$ cat src/rtl/core/frs_pkg.sv
// ----------------------------------------------------------------------------
// frs_pkg
// Shared widths, request and status codes, sequencer states and the control
// word that travels along the cell chain of the roulette selector.
// ----------------------------------------------------------------------------
package frs_pkg;

   localparam int FIT_W      = 48;              // signed fitness field
   localparam int SUM_W      = 56;              // prefix sums and total
   localparam int WT_W       = 48;              // single entry weight
   localparam int DRAW_W     = 16;              // draw fraction, Q0.16
   localparam int IDX_W      = 7;               // selected index field
   localparam int STATUS_W   = 2;
   localparam int REQ_W      = 2;
   localparam int MUL_LO_W   = 32;              // low slice of total per multiply
   localparam int MUL_HI_W   = SUM_W - MUL_LO_W;

   typedef enum logic [REQ_W-1:0] {
      REQ_LOAD  = 2'd0,
      REQ_DRAW  = 2'd1,
      REQ_CLEAR = 2'd2,
      REQ_NOP   = 2'd3
   } req_code_type;

   typedef enum logic [STATUS_W-1:0] {
      STATUS_DONE  = 2'd0,
      STATUS_EMPTY = 2'd1,
      STATUS_FULL  = 2'd2
   } status_type;

   typedef enum logic [2:0] {
      ST_IDLE,
      ST_DIV,
      ST_MUL_LO,
      ST_MUL_HI,
      ST_TARGET,
      ST_CHAIN,
      ST_DONE
   } state_type;

   // Control word of a chain token: wr marks a store, hit marks that the
   // token has been consumed (stored or matched) by an earlier cell.
   typedef struct packed {
      logic valid;
      logic wr;
      logic hit;
   } tok_ctl_type;

endpackage

$ cat src/rtl/core/frs_cell.sv
// ----------------------------------------------------------------------------
// frs_cell
// One table entry. Holds a prefix sum and passes a token to its neighbour
// every cycle; a store token lands where its countdown reaches zero, a
// search token stops at the first stored prefix that reaches its target.
// ----------------------------------------------------------------------------
module frs_cell #(
   parameter int CNT_W = 8
) (
   input  logic                        clock,
   input  logic                        reset,
   input  frs_pkg::tok_ctl_type        in_ctl,
   input  logic [frs_pkg::SUM_W-1:0]   in_value,
   input  logic [CNT_W-1:0]            in_left,
   output frs_pkg::tok_ctl_type        out_ctl,
   output logic [frs_pkg::SUM_W-1:0]   out_value,
   output logic [CNT_W-1:0]            out_left
);

   logic [frs_pkg::SUM_W-1:0]  prefix_ff, prefix_in;
   frs_pkg::tok_ctl_type       ctl_ff,    ctl_in;
   logic [frs_pkg::SUM_W-1:0]  value_ff;
   logic [CNT_W-1:0]           left_ff,   left_in;

   logic active;
   logic left_zero;
   logic capture;
   logic match;

   assign active    = in_ctl.valid && !in_ctl.hit;
   assign left_zero = (in_left == '0);
   assign capture   = active && in_ctl.wr && left_zero;
   assign match     = active && !in_ctl.wr && !left_zero && (prefix_ff >= in_value);

   always_comb begin
      ctl_in     = in_ctl;
      ctl_in.hit = in_ctl.hit || capture || match;
      // count down only over stored entries; hold the count on a match
      left_in    = (active && !left_zero && !match) ? (in_left - CNT_W'(1)) : in_left;
      prefix_in  = capture ? in_value : prefix_ff;
   end

   always_ff @(posedge clock) begin
      if (reset) begin
         ctl_ff <= '0;
      end else begin
         ctl_ff <= ctl_in;
      end
   end

   always_ff @(posedge clock) begin
      prefix_ff <= prefix_in;
      value_ff  <= in_value;
      left_ff   <= left_in;
   end

   assign out_ctl   = ctl_ff;
   assign out_value = value_ff;
   assign out_left  = left_ff;

endmodule

$ cat config.mk
export PLATFORM = sky130hd
export DESIGN_NAME = frs_cell
export DESIGN_NICKNAME = d
export VERILOG_FILES = /design/src/rtl/core/frs_pkg.sv /design/src/rtl/core/frs_cell.sv
export SDC_FILE = /design/constraint.sdc
export NUM_CORES = 1
export LEC_CHECK = 0
export ABC_AREA = 1
export BUFFER_PORTS_ARGS = -buffer_cell sky130_fd_sc_hd__buf_2
export CAP_MARGIN = 20
export CORE_UTILIZATION = 56
export CTS_CLUSTER_DIAMETER = 80
export CTS_CLUSTER_SIZE = 24
export DETAILED_ROUTE_END_ITERATION = 8
export PLACE_DENSITY = 0.84
export SLEW_MARGIN = 20
export SYNTH_ARGS = -nofsm -noshare
export SYNTH_HDL_FRONTEND = slang
export SYNTH_SLANG_ARGS = --single-unit
$ cat constraint.sdc
create_clock -name clock -period 14.5 [get_ports clock]
set_input_delay 2.9 -clock clock [delete_from_list [all_inputs] [get_ports clock]]
set_output_delay 2.9 -clock clock [all_outputs]
set_load 0.02 [all_outputs]
# Yosys cells after proc, flatten, opt, wreduce, memory -nomap -nowiden
# Cells that the tools add are included.
# word_totals
output_inout_bits,67
regBits,123
wordCells,24
input_bits,69
# classes
n_lt_le_gt_ge,1
mux,1
reduce_logical,15
add_sub_neg,1
# ops
cell,count
$ge A56 B56 Y1,1
$logic_and A1 B1 Y1,8
$logic_not A8 Y1,1
$mux W8,1
$sub A8 B1 Y8 const B,1
$logic_not A1 Y1,4
$logic_or A1 B1 Y1,2

# Longest topological paths before layout
# depth
ltp_word,8
ltp_mapped,17
mapped_depth_nobuf,17

# Least setup slack after synthesis
# Ideal clock, no wire load.
# synth_timing
path_kind,input to register
start,in in_left[0]
end,"reg prefix_ff[0] (netlist bit), enable pin"
path_stages,6
t_arrival_ps,6573
setup_time_ps,506
required_ps,13994
n_path_buf,0
path_slack_ps,7420
path_cell_list,inv_1 > ha_1 > inv_1 > nor4_2 > inv_2 > nor4_2
# synth_via
elab_chain_cells,2
# synth_rtl
element,line_no,text
start: declaration,frs_cell.sv:14,"input logic [CNT_W-1:0] in_left,"
$logic_not A8 Y1,frs_cell.sv:31,assign left_zero = (in_left == '0);
$logic_and A1 B1 Y1,frs_cell.sv:32,assign capture = active && in_ctl.wr && left_zero;
named net capture,frs_cell.sv:27,logic capture;
end signal: assignment,frs_cell.sv:52,prefix_ff <= prefix_in;
end: declaration,frs_cell.sv:20,"logic [frs_pkg::SUM_W-1:0] prefix_ff, prefix_in;"
# The timed path passes the listed nets, and every way through them passes these cells.
# A chain may end at the register's enable or synchronous reset.

# Worst setup path in the final report
# layout_timing
start,in in_left[0]
end,"reg prefix_ff[29] (netlist bit), enable pin"
# The elaborated chain is that of the path after synthesis.

==> flow_summary_export.csv <==
group,metric,value,unit
critical_path,critPathBufInv,5,
timing,maxSlewViolCount,0,
layout,drive_above_1_share,30.0,%
synth,synth.top_cells.by_area,"edfxtp_1 34%, dfxtp_1 27%, ha_1 15%, nand2_1 7.3%, inv_1 6.3%",
min_path,hold_class,"flip-flop to flip-flop",
floorplanning,rows,33,
timing,finalHoldViolCount,0,
synth,ys_seq_elements,123,
floorplanning,core,8380,um2
synth,syn_nets,580,
clock_network,cts_hold_buf,0,
timing,final.setup.tns,0,ns
synth,synthCells,453,
layout,final_area,6370,um2
synth,synth_warnings,0,
pwr,power_leakage,3.21,nW
critical_path,critical_path_class,"primary input to flip-flop",
detailed_routing,num_vias,3546,
clock_network,tritoncts,"yes",
clock_network,clock_latency,0.50,ns
detailed_routing,dr.first_iter.drc_count,95,
synth,synth_top_area_share,33.9,%
detailed_routing,drt_wl_total,9430,um
detailed_routing,post-route-drc-count,0,
place,place_congestion,0.844,
synth,yosys.area.top_type,"edfxtp_1",
timing,fin_hold_ws,1.12,ns
layout,syn_to_final_growth,28.5,%
floorplanning,dieWidth,96.1,um
place,dp.cells,694,
place,dpl.hpwl,6950,um
layout,layout_common_cells,"135 x buf_2, 96 x nand2_1, 83 x inv_1, 67 x dfxtp_1, 58 x ha_1",
critical_path,worstPathMaxFanout,48,
clock_network,post-cts-setup-buffers,0,
pwr,vdd_ir_drop_max,0.0802,mV
timing,period_share,32.4,%
timing,rsz0062_at_grt,"false",
timing,post-route-min-period,4.70,ns
layout,fill_cells,566,
critical_path,end_kind,"flip-flop",
clock_network,ctsRootBufferMaster,"clkbuf_8",
critical_path,critPathMaxStageDelay,0.63,ns
floorplanning,dieArea,9230,um2
layout,fin_cells,726,
clock_network,cts_resized,0,
place,io_buffers,135,
grt,overflow,0,
critical_path,crit_required,14.63,ns
clock_network,path_clk_slew,0.06,ns
timing,fmax,213,MHz
place,pre_cts_slack,9.25,ns
clock_network,cts_buffer_depth,2,
layout,final_nets,735,
grt,grt_pass1_wl,15200,um
detailed_routing,wire_per_inst,13.0,um
clock_network,cts_sinks,123,
clock_network,h-tree-depth,4,
critical_path,cp-start-kind,"primary input",
critical_path,cp_top_family,"buffers and inverters",
floorplanning,start_util,59.1,%
critical_path,crit_chain,"buf_2, inv_1, ha_1, inv_1, nor4_2, inv_2, nor4_4, buf_4",
synth,ys_types,22,
timing,finalSetupViolCount,0,
grt,antenna_found_initial,0,
timing,slew_headroom,58.0,%
layout,final_common_cell,"buf_2",
critical_path,crit_path_frequent_cell,"inv_1",
pwr,power.density,135,nW/um2
clock_network,cts-buffers-inserted,17,
synth,syn_area_per_cell,10.9,um2
layout,final_util,76.0,%
layout,diodes,0,
synth,syn-cell-area,4960,um2
detailed_routing,ant_nets,0,
floorplanning,ios,136,
grt,grt_max_degree,49,
timing,worst_pin_slew,0.629,ns
grt,track_usage,22.3,%
run_status,status,"finished clean",
critical_path,arrival,4.83,ns
run,drv_cap,0,
detailed_routing,avgViaCountPerCell,4.88,
floorplanning,die_y,96.1,um
critical_path,slowest_stage,"buf_4",
timing,finClkSkew,0.00670,ns
timing,setup_slack,9.80,ns
grt,grt_pass1_vias,3484,
synth,yosysSeqAreaShare,61.0,%
place,placed_area,5780,um2
detailed_routing,dr.pass1.iters,4,
pwr,p_total,0.859,mW
worst paths after layout:
check	from	to	slack, ns	cells past startpoint
max	in_left[0]	prefix_ff[29]$_DFFE_PP_	9.80	8
max reg2reg	prefix_ff[49]$_DFFE_PP_	out_left[0]$_DFF_P_	12.55	13
min reg2reg	prefix_ff[55]$_DFFE_PP_	out_left[1]$_DFF_P_	1.12	10
min	prefix_ff[55]$_DFFE_PP_	out_left[1]$_DFF_P_	1.12	10
per-layer routing:
layer | global-route usage, % | vias up | share of wire (%)
li1 | - | 1769 | -
met1 | 25.8 | 1634 | 41
met2 | 39.5 | 126 | 51
met3 | 5.61 | 17 | 6.2
met4 | 8.71 | 0 | 1.6
met5 | 0 | - | 0
tightest hold or removal path: stages, from the launching register on:
cell      delay (ns)
edfxtp_1        0.33
ha_1            0.14
a21oi_1         0.04
o21ai_0         0.06
a21oi_1         0.06
nand3_1         0.07
nor2_1          0.05
nand2_2         0.09
nand2_4         0.10
nand3_1         0.08
nand2_1         0.05
state kept, by name, summed over array words and instances, names as in the netlist:
| name | cells |
|---|---|
| prefix_ff | 56 |
| out_ctl | 3 |
| out_value | 56 |
| out_left | 8 |
cell families after synthesis:
group | synth area share (%)
XOR/XNOR | 1.06
buffers and inverters | 6.44
AO/OA/AOI/OAI | 3.31
adder cells (fa/ha/maj) | 14.6
AND/OR/NAND/NOR | 13.6
flip-flops | 61.0
cells in the mapped netlist:
master    count
nand2_2       5
nand2_1      96
o21bai_1      1
nor4_2        2
dfxtp_1      67
nor2_2        4
xor2_1        1
xnor2_1       5
nand4_1       1
a21o_1        5
nand3_1      12
edfxtp_1     56
inv_1        83
a21oi_2       1
nand3_2       1
inv_2         2
a21oi_1      20
nand2_4       2
nor2_1       26
ha_1         58
nor2_4        3
o21ai_0       2
where the power goes:
group | switching (mW) | total [mW] | internal, mW
sequential | 0.00262 | 0.376 | 0.373
clock | 0.152 | 0.414 | 0.262
combinational | 0.0433 | 0.0688 | 0.0255
area by class of cell:
type | instances | area (um2) | share of cell area, %
clock buffers | 18 | 418 | 6.56
well taps | 105 | 131 | 2.06
repair buffers | 136 | 683 | 10.7
inverters | 85 | 319 | 5.01
clock inverters | 14 | 171 | 2.69
multi-input cells | 245 | 1620 | 25.5
flip-flops and latches | 123 | 3020 | 47.5
Power figures use the tool's default switching activity.
