**config.mk**
```make
export PLATFORM = sky130hd
export DESIGN_NAME = frs_recip_div
export DESIGN_NICKNAME = d
export VERILOG_FILES = /design/src/rtl/core/frs_pkg.sv /design/src/rtl/core/frs_recip_div.sv
export SDC_FILE = /design/constraint.sdc
export NUM_CORES = 1
export LEC_CHECK = 0
export BUFFER_PORTS_ARGS = -buffer_cell sky130_fd_sc_hd__clkbuf_2
export CAP_MARGIN = 0
export CORE_MARGIN = 2
export CORE_UTILIZATION = 50
export CTS_CLUSTER_SIZE = 28
export DETAILED_ROUTE_END_ITERATION = 10
export PLACE_DENSITY = 0.69
export SETUP_SLACK_MARGIN = 0.5
export SYNTH_ARGS = -nofsm -noshare
export SYNTH_HDL_FRONTEND = slang
export SYNTH_SLANG_ARGS = --single-unit
```
**constraint.sdc**
```tcl
create_clock -name clock -period 11.4 [get_ports clock]
set_input_delay 0.57 -clock clock [delete_from_list [all_inputs] [get_ports clock]]
set_output_delay 0.57 -clock clock [all_outputs]
set_load 0.01 [all_outputs]
```
**src/rtl/core/frs_pkg.sv**
```systemverilog
// ----------------------------------------------------------------------------
// frs_pkg
// Shared widths, request and status codes, sequencer states and the control
// word that travels along the cell chain of the roulette selector.
// ----------------------------------------------------------------------------
package frs_pkg;

   localparam int FIT_W      = 48;              // signed fitness field
   localparam int SUM_W      = 56;              // prefix sums and total
   localparam int WT_W       = 48;              // single entry weight
   localparam int DRAW_W     = 16;              // draw fraction, Q0.16
   localparam int IDX_W      = 7;               // selected index field
   localparam int STATUS_W   = 2;
   localparam int REQ_W      = 2;
   localparam int MUL_LO_W   = 32;              // low slice of total per multiply
   localparam int MUL_HI_W   = SUM_W - MUL_LO_W;

   typedef enum logic [REQ_W-1:0] {
      REQ_LOAD  = 2'd0,
      REQ_DRAW  = 2'd1,
      REQ_CLEAR = 2'd2,
      REQ_NOP   = 2'd3
   } req_code_type;

   typedef enum logic [STATUS_W-1:0] {
      STATUS_DONE  = 2'd0,
      STATUS_EMPTY = 2'd1,
      STATUS_FULL  = 2'd2
   } status_type;

   typedef enum logic [2:0] {
      ST_IDLE,
      ST_DIV,
      ST_MUL_LO,
      ST_MUL_HI,
      ST_TARGET,
      ST_CHAIN,
      ST_DONE
   } state_type;

   // Control word of a chain token: wr marks a store, hit marks that the
   // token has been consumed (stored or matched) by an earlier cell.
   typedef struct packed {
      logic valid;
      logic wr;
      logic hit;
   } tok_ctl_type;

endpackage

```
**src/rtl/core/frs_recip_div.sv**
```systemverilog
// ----------------------------------------------------------------------------
// frs_recip_div
// Fitness to weight mapping: 1+f for positive f, otherwise 1/(1-f) by a
// restoring divider that produces one quotient bit per cycle.
// ----------------------------------------------------------------------------
module frs_recip_div #(
   parameter int FRAC_BITS = 16
) (
   input  logic                              clock,
   input  logic                              reset,
   input  logic                              start,
   input  logic signed [frs_pkg::FIT_W-1:0]  fitness,
   output logic                              done,
   output logic        [frs_pkg::WT_W-1:0]   weight
);

   localparam int REM_W  = 2 * FRAC_BITS + 1;
   localparam int CMP_W  = (REM_W > frs_pkg::WT_W) ? REM_W : frs_pkg::WT_W;
   localparam int QUO_W  = FRAC_BITS + 1;
   localparam int STEP_W = $clog2(FRAC_BITS + 1);

   logic                      busy_ff,   busy_in;
   logic                      done_ff,   done_in;
   logic [CMP_W-1:0]          rem_ff,    rem_in;
   logic [CMP_W-1:0]          den_ff,    den_in;
   logic [QUO_W-1:0]          quo_ff,    quo_in;
   logic [STEP_W-1:0]         step_ff,   step_in;
   logic [frs_pkg::WT_W-1:0]  weight_ff, weight_in;

   logic [frs_pkg::WT_W-1:0]  one_w;
   logic [frs_pkg::WT_W-1:0]  mag_w;
   logic                      positive;
   logic                      rem_ge;
   logic [CMP_W-1:0]          rem_sub;
   logic [QUO_W-1:0]          quo_next;

   assign one_w    = {{(frs_pkg::WT_W-1){1'b0}}, 1'b1} << FRAC_BITS;
   assign mag_w    = frs_pkg::WT_W'($unsigned(-fitness));
   assign positive = !fitness[frs_pkg::FIT_W-1] && (fitness != '0);
   assign rem_ge   = (rem_ff >= den_ff);
   assign rem_sub  = rem_ge ? (rem_ff - den_ff) : rem_ff;
   assign quo_next = {quo_ff[QUO_W-2:0], rem_ge};

   always_comb begin
      busy_in   = busy_ff;
      done_in   = 1'b0;
      rem_in    = rem_ff;
      den_in    = den_ff;
      quo_in    = quo_ff;
      step_in   = step_ff;
      weight_in = weight_ff;
      if (start) begin
         if (positive) begin
            weight_in = frs_pkg::WT_W'($unsigned(fitness)) + one_w;
            done_in   = 1'b1;
         end else begin
            // numerator 2^(2F): start with its upper part 2^F, bring down F zeros
            busy_in = 1'b1;
            rem_in  = {{(CMP_W-1){1'b0}}, 1'b1} << FRAC_BITS;
            den_in  = CMP_W'(mag_w + one_w);
            quo_in  = '0;
            step_in = STEP_W'(FRAC_BITS);
         end
      end else if (busy_ff) begin
         rem_in  = rem_sub << 1;
         quo_in  = quo_next;
         step_in = step_ff - STEP_W'(1);
         if (step_ff == '0) begin
            busy_in   = 1'b0;
            done_in   = 1'b1;
            weight_in = frs_pkg::WT_W'(quo_next);
         end
      end
   end

   always_ff @(posedge clock) begin
      if (reset) begin
         busy_ff <= 1'b0;
         done_ff <= 1'b0;
      end else begin
         busy_ff <= busy_in;
         done_ff <= done_in;
      end
   end

   always_ff @(posedge clock) begin
      rem_ff    <= rem_in;
      den_ff    <= den_in;
      quo_ff    <= quo_in;
      step_ff   <= step_in;
      weight_ff <= weight_in;
   end

   assign done   = done_ff;
   assign weight = weight_ff;

endmodule

```
; ---- After elaboration in Yosys (flattened, before gate mapping)
; Index checks and enable logic that the tools add are counted.
; Widths: inputs -> output; s select.
[totals]
out_inout_bits = 49
memories = 0
in_bits = 51
latchBits = 0
register_bits = 167
elab_cells = 47
romBits = 0
ram_bits = 0
[classes]
multipliers = 0
div = 0
bitwise_logic = 1
magnitude_cmp = 1
reduce_logical = 9
shifts = 0
n_eq_ne = 2
n_addsub = 5
n_mux = 22
[op_table]
columns = cell, count
row1 = $mux 48, 7
row2 = $add 48x17->48 const B, 2
row3 = $ge 48x48->1, 1
row4 = $mux 16, 3
row5 = $neg 48->48, 1
row6 = $reduce_bool 48->1, 1
row7 = $mux 47, 1
row8 = $sub 47x47->47, 1
row9 = $mux 5, 3
row10 = $mux 1, 8
row11 = $logic_not 5->1, 1
row12 = $sub 5x1->5 const B, 1
row13 = $reduce_and 2->1, 2
row14 = $reduce_bool 2->1, 2
row15 = $reduce_and 3->1, 1
row16 = $ne 2x1->1 const B, 1
row17 = $ne 2x2->1 const B, 1
row18 = $logic_and 1x1->1, 1
row19 = $logic_not 1->1, 1
row20 = $not 1->1, 1

; ---- Logic depth before layout (Yosys ltp)
; Gate-level depths: netlist of the first run.
[logic_depth]
ltp_word = 4
depth_mapped = 15
depth_no_buf = 12

; ---- Worst setup path before layout of the first run
; Ideal clock, no wire load.
[synth_path]
kind = input to register
from = input port fitness[35] (netlist bit)
to = register den_ff[0] (enable)
arrival_ns = 4.265
path_stages = 7
slack_ns = 6.674
required_time_ns = 10.939
cell_sequence = clkbuf_1 or4_1 nor4_1 nand2_1 nor2_1 a21oi_1 nor2b_1
[synth_via]
elab_chain_len = 4
[synth_lines]
columns = element, line_no
row1 = "start, declared", frs_recip_div.sv:12  ; input logic signed [frs_pkg::FIT_W-1:0] fitness,
row2 = $reduce_bool 48->1, frs_recip_div.sv:39  ; assign positive = !fitness[frs_pkg::FIT_W-1] && (fitness != '0);
row3 = $logic_and 1x1->1, frs_recip_div.sv:39
row4 = $not 1->1 (no line), n/a
row5 = $reduce_and 2->1 (no line), n/a
row6 = "end signal, assigned", frs_recip_div.sv:88  ; den_ff <= den_in;
row7 = "end, declared", frs_recip_div.sv:25  ; logic [CMP_W-1:0] den_ff, den_in;
; No other way between the ends.
; A chain may end at the register's enable or synchronous reset.

; ---- Worst setup path after layout of the first run
[layout_path]
from = register rem_ff[13]
to = register rem_ff[47], data pin
[layout_via]
elab_chain_len = 4
[layout_lines]
columns = element, line_no
row1 = "start, declared", frs_recip_div.sv:24  ; logic [CMP_W-1:0] rem_ff, rem_in;
row2 = "start signal, assigned", frs_recip_div.sv:87  ; rem_ff <= rem_in;
row3 = $sub 47x47->47 / $ge 48x48->1 (equally long branches), "frs_recip_div.sv:41, frs_recip_div.sv:40"
row4 = $mux 47 *, frs_recip_div.sv:41  ; assign rem_sub = rem_ge ? (rem_ff - den_ff) : rem_ff;
row5 = $mux 48 *, frs_recip_div.sv:64  ; end else if (busy_ff) begin
row6 = $mux 48 *, frs_recip_div.sv:52  ; if (start) begin
; Mark *: on every way between the ends. The rest lies on a longest branch, timed or not. The select of a mux whose other input is x is not followed.

==> results.md, run 1 <==
* Clock transition at path regs at 0.08 ns
* Cell Pwr Density at approximately 160 nW/um^2
* Syn Nets at ~1100
* Cells after Synth at around 1000
* Adder-cell share of the synthesized area at between 6 and 7%
* Main combinational cell family by area after synthesis: simple AND/OR/NAND/NOR gates
* Slew @ Worst Pin at ~1.2 ns
* Post-synth EDFFs at 164
* CP peak stage delay at 0.56 ns
* Die X at between 100 and 150 um
* Max-cap violations at 0
* FF+latch count, synth at around 170
* Core box area at about 21000 um^2
* Pleak at roughly 5 nW
* Vias at 7839
* Fmax at 0.247 GHz
* CTS tree: yes
* Register area share after synthesis at a little under half
* Grt total ovfl at 0
* Most common cell after layout, fill and taps aside: edfxtp_1
* DPL Wire Length at 17400 um
* ANT nets after route at 0
* Post-synthesis mux area share at under 10%
* Post-route setup TNS at 0 ns
* Area grow syn2layout at 12.1%
* Sink Count at roughly 170
* Placer Congestion at between 0.9 and 1
* Critical setup path kind: reg2reg
* Root buffer cell: clkbuf_16
* Die Y at about 150 um
* Synth area leaders: edfxtp_1 46%, xnor2_1 6.4%, ha_1 6.2%, mux2i_1 3.4%, a21o_1 3.4%
* Largest net degree at the start of global routing at 76
* Routed wire length at between 20000 and 25000 um
* # Post-CTS Setup Buffers at 0
* Simple-gate share of the synthesized area at between 10% and 20%
* Gr usage total at roughly 22%
* Pre-CTS WS at between 7 and 8 ns
* CP Launch Point: rem_ff[13]
* First-pass GRT wire length at a little under 40000 um
* Post-CTS Hold Fix Bufs at 0
* CP endpoint kind: flop
* Max stage delay cell, worst path: buf_4
* # port buffers at slightly below 100
* Most used DFF post-synth: edfxtp_1
* Total Power at about 0.0019 W
* Residual DRC at 0
* Post-synth top area cell: edfxtp_1
* Nets at between 1000 and 1500
* Status: completed
* Compound-Gate Fraction of Synth Area at 12.7%
* Antenna cell count at 0
* Relative slew slack at about 16%
* Most frequent cells in the layout: 164 x edfxtp_1, 98 x clkbuf_2, 89 x nor2_1
* CP Max Fanout at 31
* Vias in the first global route at between 7000 and 8000
* Filler instances at roughly 1900
* Reg-to-reg startpoint: rem_ff[13]
* Share of layout cells above drive strength 1 at between 10% and 20%
* Syn_area_per_cell at around 10 um^2
* Synthesized area at around 11000 um^2
* Warnings from Yosys at 0
* Synth async-reset ratio at 0%
* 1st-iter DRT viols at 730
* Fin crit share at 35.6%
* Total CTS buffers at 17
* WP data arrival at 4.23 ns
* Synth cell types at 66
* Startpoint Class: flop
* Max VDD drop at approximately 0.14 mV
* Number of gates resized after cts at 0
* Hold Crit Start: reset
* Crit path cell chain: ha_1, nand4_1, nor3_1, a21boi_0, o21ai_1, nand2_1, o21ai_1, o221ai_4, buf_4, nor2_1, a22o_1
* Worst hold margin at 0.330 ns
* DR WL/cell at approximately 17 um
* # H-tree levels at 4
* Clock Latency Late Sink at roughly 0.43 ns
* Top cell type's share of synthesized area at a little under half
* Tmin final at 4.06 ns
* Ports at 100
* Cell mode on critical path: o21ai_1
* Initial antenna violation count at 0
* Hold Fails Final Rpt at 0
* Slew Limit Fails at 0
* Layout Skew at roughly 0.013 ns
* Clock Path Buffers at 2
* Pre-antenna DRT Iters at 5
* Setup-failing EPs final at 0
* Worst setup margin at around 7.3 ns
* Routed vias/inst at around 5.6
* CP Data Required Time at approximately 12 ns
* Unrepaired setup endpoints after global routing: no
* HP Class: in2reg
* Initial Utilization at 50.8%
* Die area at roughly 22000 um^2
* Row count at 53
* Xor and xnor area share after synthesis at under 10%
power by group:
group | switching, W | internal (W)
sequential | 0.0000241 | 0.000743
clock | 0.000285 | 0.000297
combinational | 0.000314 | 0.000215
state kept, by name, summed over array words and instances, names as in the netlist:
| register | cells |
|---|---|
| den_ff | 48 |
| weight | 48 |
| rem_ff | 47 |
| quo_ff | 16 |
| step_ff | 5 |
| busy_ff | 1 |
| done | 1 |
cell usage after synthesis (all sizes together) (3+ instances only):
library cell  instances
and4                  3
nand2                65
or3                  13
edfxtp              164
xnor2                78
a211oi                3
a31oi                 9
ha                   53
a21boi                8
nor4b                 5
nand2b                9
mux2i                36
xor2                 34
a2111oi               3
a22o                  6
o21bai                6
and2                 25
nor2                 90
and3                 17
o21a                  9
inv                  64
o21ai                30
or4                   7
a21o                 48
buf                  11
nand4                13
nor4                 12
nor3                 32
o31ai                 7
a21oi                56
clkbuf               35
nor2b                27
nand3                22
cell families after synthesis:
kind of cell             after synthesis
adder cells (fa/ha/maj)               54
AO/OA/AOI/OAI                        201
flip-flops                           166
XOR/XNOR                             112
AND/OR/NAND/NOR                      347
multiplexers                          37
buffers and inverters                110
worst max-delay path: cells and delay by family (launching register included):
kind	cells	cell delay, ns
and+or+nand+nor	4	1.02
DFF	1	0.40
adders and majority gates	1	0.44
buffers and inverters	1	0.56
AOI/OAI and AO/OA	5	1.37
metal layers:
metal | vias up | wire length, um | track usage [%]
met3 | 20 | 1170 | 3.38
met2 | 199 | 10900 | 33.6
met5 | - | 0 | 0
li1 | 3860 | - | -
met4 | 0 | 255 | 4.62
met1 | 3760 | 11900 | 33.3
per-stage QoR:
stage / area, um^2 / util [%] / instances
floorplan: 10600 / - / 1027
global placement: 11300 / 54.1 / 1359
detailed placement: 11300 / 54.1 / 1359
CTS: 11900 / 56.9 / 1391
global route: 11900 / 56.9 / 1391
finish: 11900 / 56.9 / 1391
path summary, 6_finish.rpt:
kind	end	slack, ns	depth (start not counted)
setup / recovery	rem_ff[47]	7.34	11
setup reg to reg	rem_ff[47]	7.34	11
hold reg to reg	busy_ff	0.54	2
hold / removal	busy_ff	0.33	2
cell type report:
type	count	area (um^2)	area share, %
Clock buffer	17	425	3.57
Clock inverter	15	168	1.41
Tap cell	275	344	2.88
Timing Repair Buffer	103	528	4.43
Inverter	64	240	2.01
Sequential cell	166	4960	41.6
Multi-Input combinational cell	751	5260	44.1
Note: power is estimated with default switching activity, not from simulation.
==> inputs of run 2 (changes only) <==
--- a/config.mk
+++ b/config.mk
@@ -5,13 +5,14 @@
 export SDC_FILE = /design/constraint.sdc
 export NUM_CORES = 1
 export LEC_CHECK = 0
+export ABC_AREA = 1
 export BUFFER_PORTS_ARGS = -buffer_cell sky130_fd_sc_hd__clkbuf_2
 export CAP_MARGIN = 0
 export CORE_MARGIN = 2
 export CORE_UTILIZATION = 50
 export CTS_CLUSTER_SIZE = 28
 export DETAILED_ROUTE_END_ITERATION = 10
-export PLACE_DENSITY = 0.69
+export PLACE_DENSITY = 0.71
 export SETUP_SLACK_MARGIN = 0.5
 export SYNTH_ARGS = -nofsm -noshare
 export SYNTH_HDL_FRONTEND = slang
==> constraint.sdc (replaced) <==
create_clock -name clock -period 3.6 [get_ports clock]
set_input_delay 0.18 -clock clock [delete_from_list [all_inputs] [get_ports clock]]
set_output_delay 0.18 -clock clock [all_outputs]
set_load 0.01 [all_outputs]
==> results.md, run 2 <==
* Status: completed
* Die area at roughly 27000 um^2
* Top cell type's share of synthesized area at ~39%
* Synth area leaders: edfxtp_1 39%, nand2_1 18%, inv_1 11%, nor2_1 6.8%, ha_1 5.2%
* Max-cap violations at 0
* Hold Fails Final Rpt at 0
* CTS tree: yes
* Area grow syn2layout at 11.7%
* Cell Pwr Density at 420 nW/um^2
* Startpoint Class: input pin
* Core box area at between 20000 and 30000 um^2
* Die Y at around 160 um
* FF+latch count, synth at 166
* First-pass GRT wire length at approximately 56000 um
* Initial Utilization at a little over 50%
* Grt total ovfl at 0
* Synthesized area at 12700 um^2
* Synth cell types at 42
* Synth top cells by count: 600 x nand2_1, 377 x inv_1, 230 x nor2_1
* Ports at 100
* Nets at about 2000
* Register area share after synthesis at 39.0%
* Met3 usage at under 10%
* Pre-CTS WS at 0.704 ns
* CP Max Fanout at 29
* Clock transition at path regs at ~0.070 ns
* # Post-CTS Setup Buffers at 0
* Unrepaired setup endpoints after global routing: yes
* Largest net degree at the start of global routing at 57
* Total Power at 0.00598 W
* WP data arrival at about 3 ns
* Post-synth EDFFs at about 160
* CP endpoint kind: flop
* Relative slew slack at 54.9%
* ANT nets after route at 0
* Grt met2 use at about 44%
* Cell area after layout at 14200 um^2
* Syn_area_per_cell at ~6.9 um^2
* Met1 Usage GRT at 37.1%
* Most used DFF post-synth: edfxtp_1
* Routed wire length at between 30000 and 40000 um
* Syn Nets at about 1900
* Vias in the first global route at about 11000
* Synth async-reset ratio at 0%
* DPL Wire Length at roughly 28000 um
* Final core utilization at between 50% and 60%
* Leading cell type by number of instances after synthesis: nand2_1
* Share of layout cells above drive strength 1 at 9.10%
* Worst setup margin at between 0.6 and 0.7 ns
* Slew Limit Fails at 0
* Grt peak-use layer: met2
* Most frequent cells in the layout: 598 x nand2_1, 376 x inv_1, 230 x nor2_1
* Cell mode on critical path: nand2_1
* # H-tree levels at 4
* Fmax at ~0.34 GHz
* Clock Latency Late Sink at about 0.45 ns
* Slew @ Worst Pin at between 0.6 and 0.7 ns
* Crit path max-delay family: simple AND/OR/NAND/NOR gates
* Fin crit share at roughly 80%
* 1st-iter DRT viols at approximately 1000
* Critical setup path kind: in2reg
* Setup-failing EPs final at 0
* Initial antenna violation count at 0
* Clock Path Buffers at 2
* # port buffers at just under 100
* Root buffer cell: clkbuf_16
* Post-synth top area cell: edfxtp_1
* Pleak at roughly 7.2 nW
* Tmin final at approximately 3 ns
* Antenna cell count at 0
* Vias at roughly 12000
* Max stage delay cell, worst path: dlygate4sd3_1
* Gr usage total at 27.0%
* Layout Skew at 0.0163 ns
* Post-route setup TNS at 0 ns
* Most common cell after layout, fill and taps aside: nand2_1
* Sink Count at roughly 170
* Die X at ~160 um
* Warnings from Yosys at 0
* Worst Path Buf+Inv at 4
* Cells after Synth at around 1800
* Row count at 58
* Pre-antenna DRT Iters at 5
* Total CTS buffers at 17
* CP Data Required Time at ~3.7 ns
* Placed instance area at 13600 um^2
* DR WL/cell at 15.4 um
* HP Class: in2reg
* CP peak stage delay at 0.53 ns
* Crit path cell chain: dlygate4sd3_1, clkbuf_2, inv_1, ha_1, nand4_1, nor2_4, nand2_1, nor2_1, nand2_1, nand2_1, nand2_1, nand2_2, buf_4
* Max VDD drop at about 0.32 mV
* Placer Congestion at ~0.99
* Routed vias/inst at between 5 and 6
* Residual DRC at 0
-- run 2: cell types whose count changed after synthesis, sizes merged, moves of 27 or more --
cell	delta
nand3	+74
inv	+316
mux2i	-36
nand2	+542
nor2	+156
xnor2	-53
a21o	-46
nor2b	-27
-- run 2: layout make-up --
type                    count  area (um^2)
repair inverters            1         5.00
repair buffers            109          604
multi-input cells        1268         6230
fillers                  2472        10900
inverters                 381         1430
flip-flops and latches    166         4960
clock inverters            15          159
clock buffers              17          425
well taps                 330          413
-- run 2: timing repair --
| item | 4_1_cts | 5_1_grt |
|---|---|---|
| hold buffers | 2 | 0 |
| hold endpoints to repair | 3 | 0 |
| endpoints found under the setup margin | 0 | 68 |
| resized for setup | 0 | 3 |
-- run 2: through the flow --
step           hold slack [ns]  cells
6_report                0.0621   2287
5_1_grt                 0.0606   2287
4_1_cts                 0.0546   2286
3_5_place_dp             0.380   2252
3_3_place_gp             0.373   2252
2_1_floorplan            0.249   1842
-- run 2: kinds of logic after synthesis --
kind of cell,after synthesis,synth area share [%]
flops,166,39.0
fa+ha+maj,54,5.36
buf+inv,408,12.3
xor+xnor,71,4.88
simple gates,1048,34.3
compound gates,95,4.27
-- run 2: final timing paths --
check                                  end        start  cells after the start  slack, ns
worst min register to register     busy_ff      busy_ff                      2       0.51
worst max-delay path            rem_ff[45]   fitness[0]                     13       0.65
worst max register to register  rem_ff[35]    rem_ff[1]                     13       0.83
worst min-delay path            weight[46]  fitness[46]                      2       0.06
-- run 2: layer usage --
metal | vias up | part of all wire, %
li1 | 5927 | -
met1 | 5260 | 46
met2 | 378 | 46
met3 | 62 | 4.9
met4 | 0 | 2.8
met5 | - | 0
-- run 2: where the power goes --
part,internal (W),switching [W]
logic,0.000567,0.00118
clock network,0.000929,0.000924
registers,0.00232,0.0000588
==> inputs of run 3 (changes only) <==
==> constraint.sdc (replaced) <==
create_clock -name clock -period 2.7 [get_ports clock]
set_input_delay 0.135 -clock clock [delete_from_list [all_inputs] [get_ports clock]]
set_output_delay 0.135 -clock clock [all_outputs]
set_load 0.01 [all_outputs]
==> results.md, run 3 (synthesis gave the netlist of run 2 again) <==
* # H-tree levels at 4
* Routed wire length at approximately 41000 um
* Fin crit share at a little over 90%
* Grt total ovfl at 0
* Core box area at between 20000 and 30000 um^2
* Cell Pwr Density at between 500 and 600 nW/um^2
* Clock transition at path regs at around 0.070 ns
* Vias in the first global route at 12324
* Startpoint Class: flop
* Reg2Reg Setup Slack at 0.23 ns
* Die Y at 164 um
* Critical setup path kind: reg2reg
* Unrepaired setup endpoints after global routing: yes
* Placer Congestion at between 0.9 and 1
* Reg-to-reg startpoint: rem_ff[33]
* Final non-filler cell total at roughly 2400
* Cell mode on critical path: nand2_1
* Most frequent cells in the layout: 513 x nand2_1, 344 x inv_1, 184 x nor2_1
* Total CTS buffers at 17
* Cell area after layout at between 15000 and 20000 um^2
* # port buffers at roughly 100
* Max VDD drop at 0.419 mV
* Layout Skew at 0.0282 ns
* Residual DRC at 0
* Initial antenna violation count at 0
* Power share of the sequential group at between 30% and 40%
* Most common cell after layout, fill and taps aside: nand2_1
* Clock Latency Late Sink at ~0.44 ns
* 1st-iter DRT viols at ~1000
* Row count at a little under 60
* Status: completed
* HP Class: in2reg
* Clock share of power at 27.8%
* Antenna cell count at 0
* Net Sw Frac at between 30% and 40%
* Ports at 100
* Placed instance area at roughly 14000 um^2
* DR WL/cell at ~17 um
* Share of layout cells above drive strength 1 at approximately a quarter
* Power Internal at 0.00588 W
* Total Power at roughly 0.0093 W
* CTS tree: yes
* Net Switching at 0.00346 W
* Slew Limit Fails at 0
* Cells after DPL at about 2300
* Setup-failing EPs final at 0
* Crit path cell chain: ha_4, nand2_1, nor2_2, nand2_1, inv_2, nand2_2, nor2_4, nand2_4, nand4_4, buf_12, buf_12, buf_12, nand2_1, nand2_1, nor2_2
* Pleak at approximately 8 nW
* FF-to-FF path depth at 15
* CP Data Required Time at 2.89 ns
* Fmax at a little over 0.4 GHz
* WP data arrival at 2.66 ns
* CP peak stage delay at approximately 0.46 ns
* Area grow syn2layout at 29.8%
* Hold Fails Final Rpt at 0
* Initial Utilization at around half
* Die area at 26800 um^2
* R2r endpoint: rem_ff[20]
* CP Max Fanout at 7
* Logic pwr share at a little under two fifths
* Hold-critical path depth at 2
* Max-cap violations at 0
* Largest net degree at the start of global routing at 53
* Hold Path Sink: weight[46]
* Gr usage total at 30.3%
* Tmin final at around 2.5 ns
* First-pass GRT wire length at around 63000 um
* Pre-antenna DRT Iters at 8
* Post-route setup TNS at 0 ns
* Root buffer cell: clkbuf_16
* Crit path max-delay family: simple AND/OR/NAND/NOR gates
* Worst setup margin at between 0.2 and 0.25 ns
* Clock Path Buffers at 2
* Worst Path Buf+Inv at 4
* Pre-CTS WS at 0.0183 ns
* Slew @ Worst Pin at a little over 0.6 ns
* Nets at about 2100
* CP Launch Point: rem_ff[33]
* Relative slew slack at 58.1%
* DPL Wire Length at between 20000 and 30000 um
* Die X at 164 um
* Sink Count at 166
* Max stage delay cell, worst path: edfxtp_1
* Routed vias/inst at 5.31
* ANT nets after route at 0
* Vias at 12651
* Hold Crit Start: fitness[46]
* CP endpoint kind: flop
run 3: changes by cell type in the layout (fill, tap and decap cells not counted), moves of 32 or more:
cell,previous run,this run
ha_1,53,9
inv_1,376,344
buf_4,5,78
nor2_1,230,184
inv_2,3,35
nand2_1,598,513
nand2_2,8,75
ha_4,0,43
run 3: power groups by stage:
stage,sequential (W),combinational [W],clock [W]
2_1_floorplan,0.00322,0.00165,0
3_3_place_gp,0.00322,0.00232,0
3_5_place_dp,0.00322,0.00233,0
4_1_cts,0.00320,0.00305,0.00262
5_1_grt,0.00323,0.00382,0.00271
6_report,0.00321,0.00354,0.00260
run 3: worst max-delay path by stage:
stage / depth (start not counted) / endpoint
3_5_place_dp: 12 / rem_ff[16]
6_report: 15 / rem_ff[20]
5_1_grt: 15 / rem_ff[20]
2_1_floorplan: 10 / quo_ff[0]
3_3_place_gp: 12 / rem_ff[16]
4_1_cts: 15 / rem_ff[46]
run 3: area by class of cell:
type	instances	area, um^2
Clock buffer	17	425
Inverter	381	1430
Timing Repair Buffer	203	1600
Fill cell	2125	8570
Clock inverter	15	208
Multi-Input combinational cell	1269	7490
Tap cell	330	413
Sequential cell	166	4960
run 3: timing repair:
action                                  4_1_cts  5_1_grt
gates cloned                                  5        6
pin swaps                                    80       56
resized for setup                           195      105
hold buffers                                  2        0
endpoints found under the hold margin         3        0
endpoints found under the setup margin       97       97
buffers inserted                             53       19
run 3: worst reg2reg max path: stages, from the launching register on:
cell	delay [ns]
edfxtp_1	0.46
ha_4	0.34
nand2_1	0.11
nor2_2	0.13
nand2_1	0.14
inv_2	0.08
nand2_2	0.07
nor2_4	0.12
nand2_4	0.06
nand4_4	0.11
buf_12	0.13
buf_12	0.14
buf_12	0.14
nand2_1	0.08
nand2_1	0.09
nor2_2	0.05
run 3: routing by layer:
metal  GRT usage, %  vias up  routed length (um)
li1               -     6123                   -
met2           49.7      564               19100
met4           13.6        0                1760
met3           4.27      121                2840
met1           39.8     5843               17300
met5              0        -                   0
run 3: metrics by stage:
step / hold slack (ns) / util, %
after CTS: 0.0108 / 63.3
after detailed placement: 0.326 / 54.7
after floorplan: 0.204 / -
final: 0.0240 / 65.9
after global routing: 0.0317 / 65.9
after global placement: 0.318 / 54.7
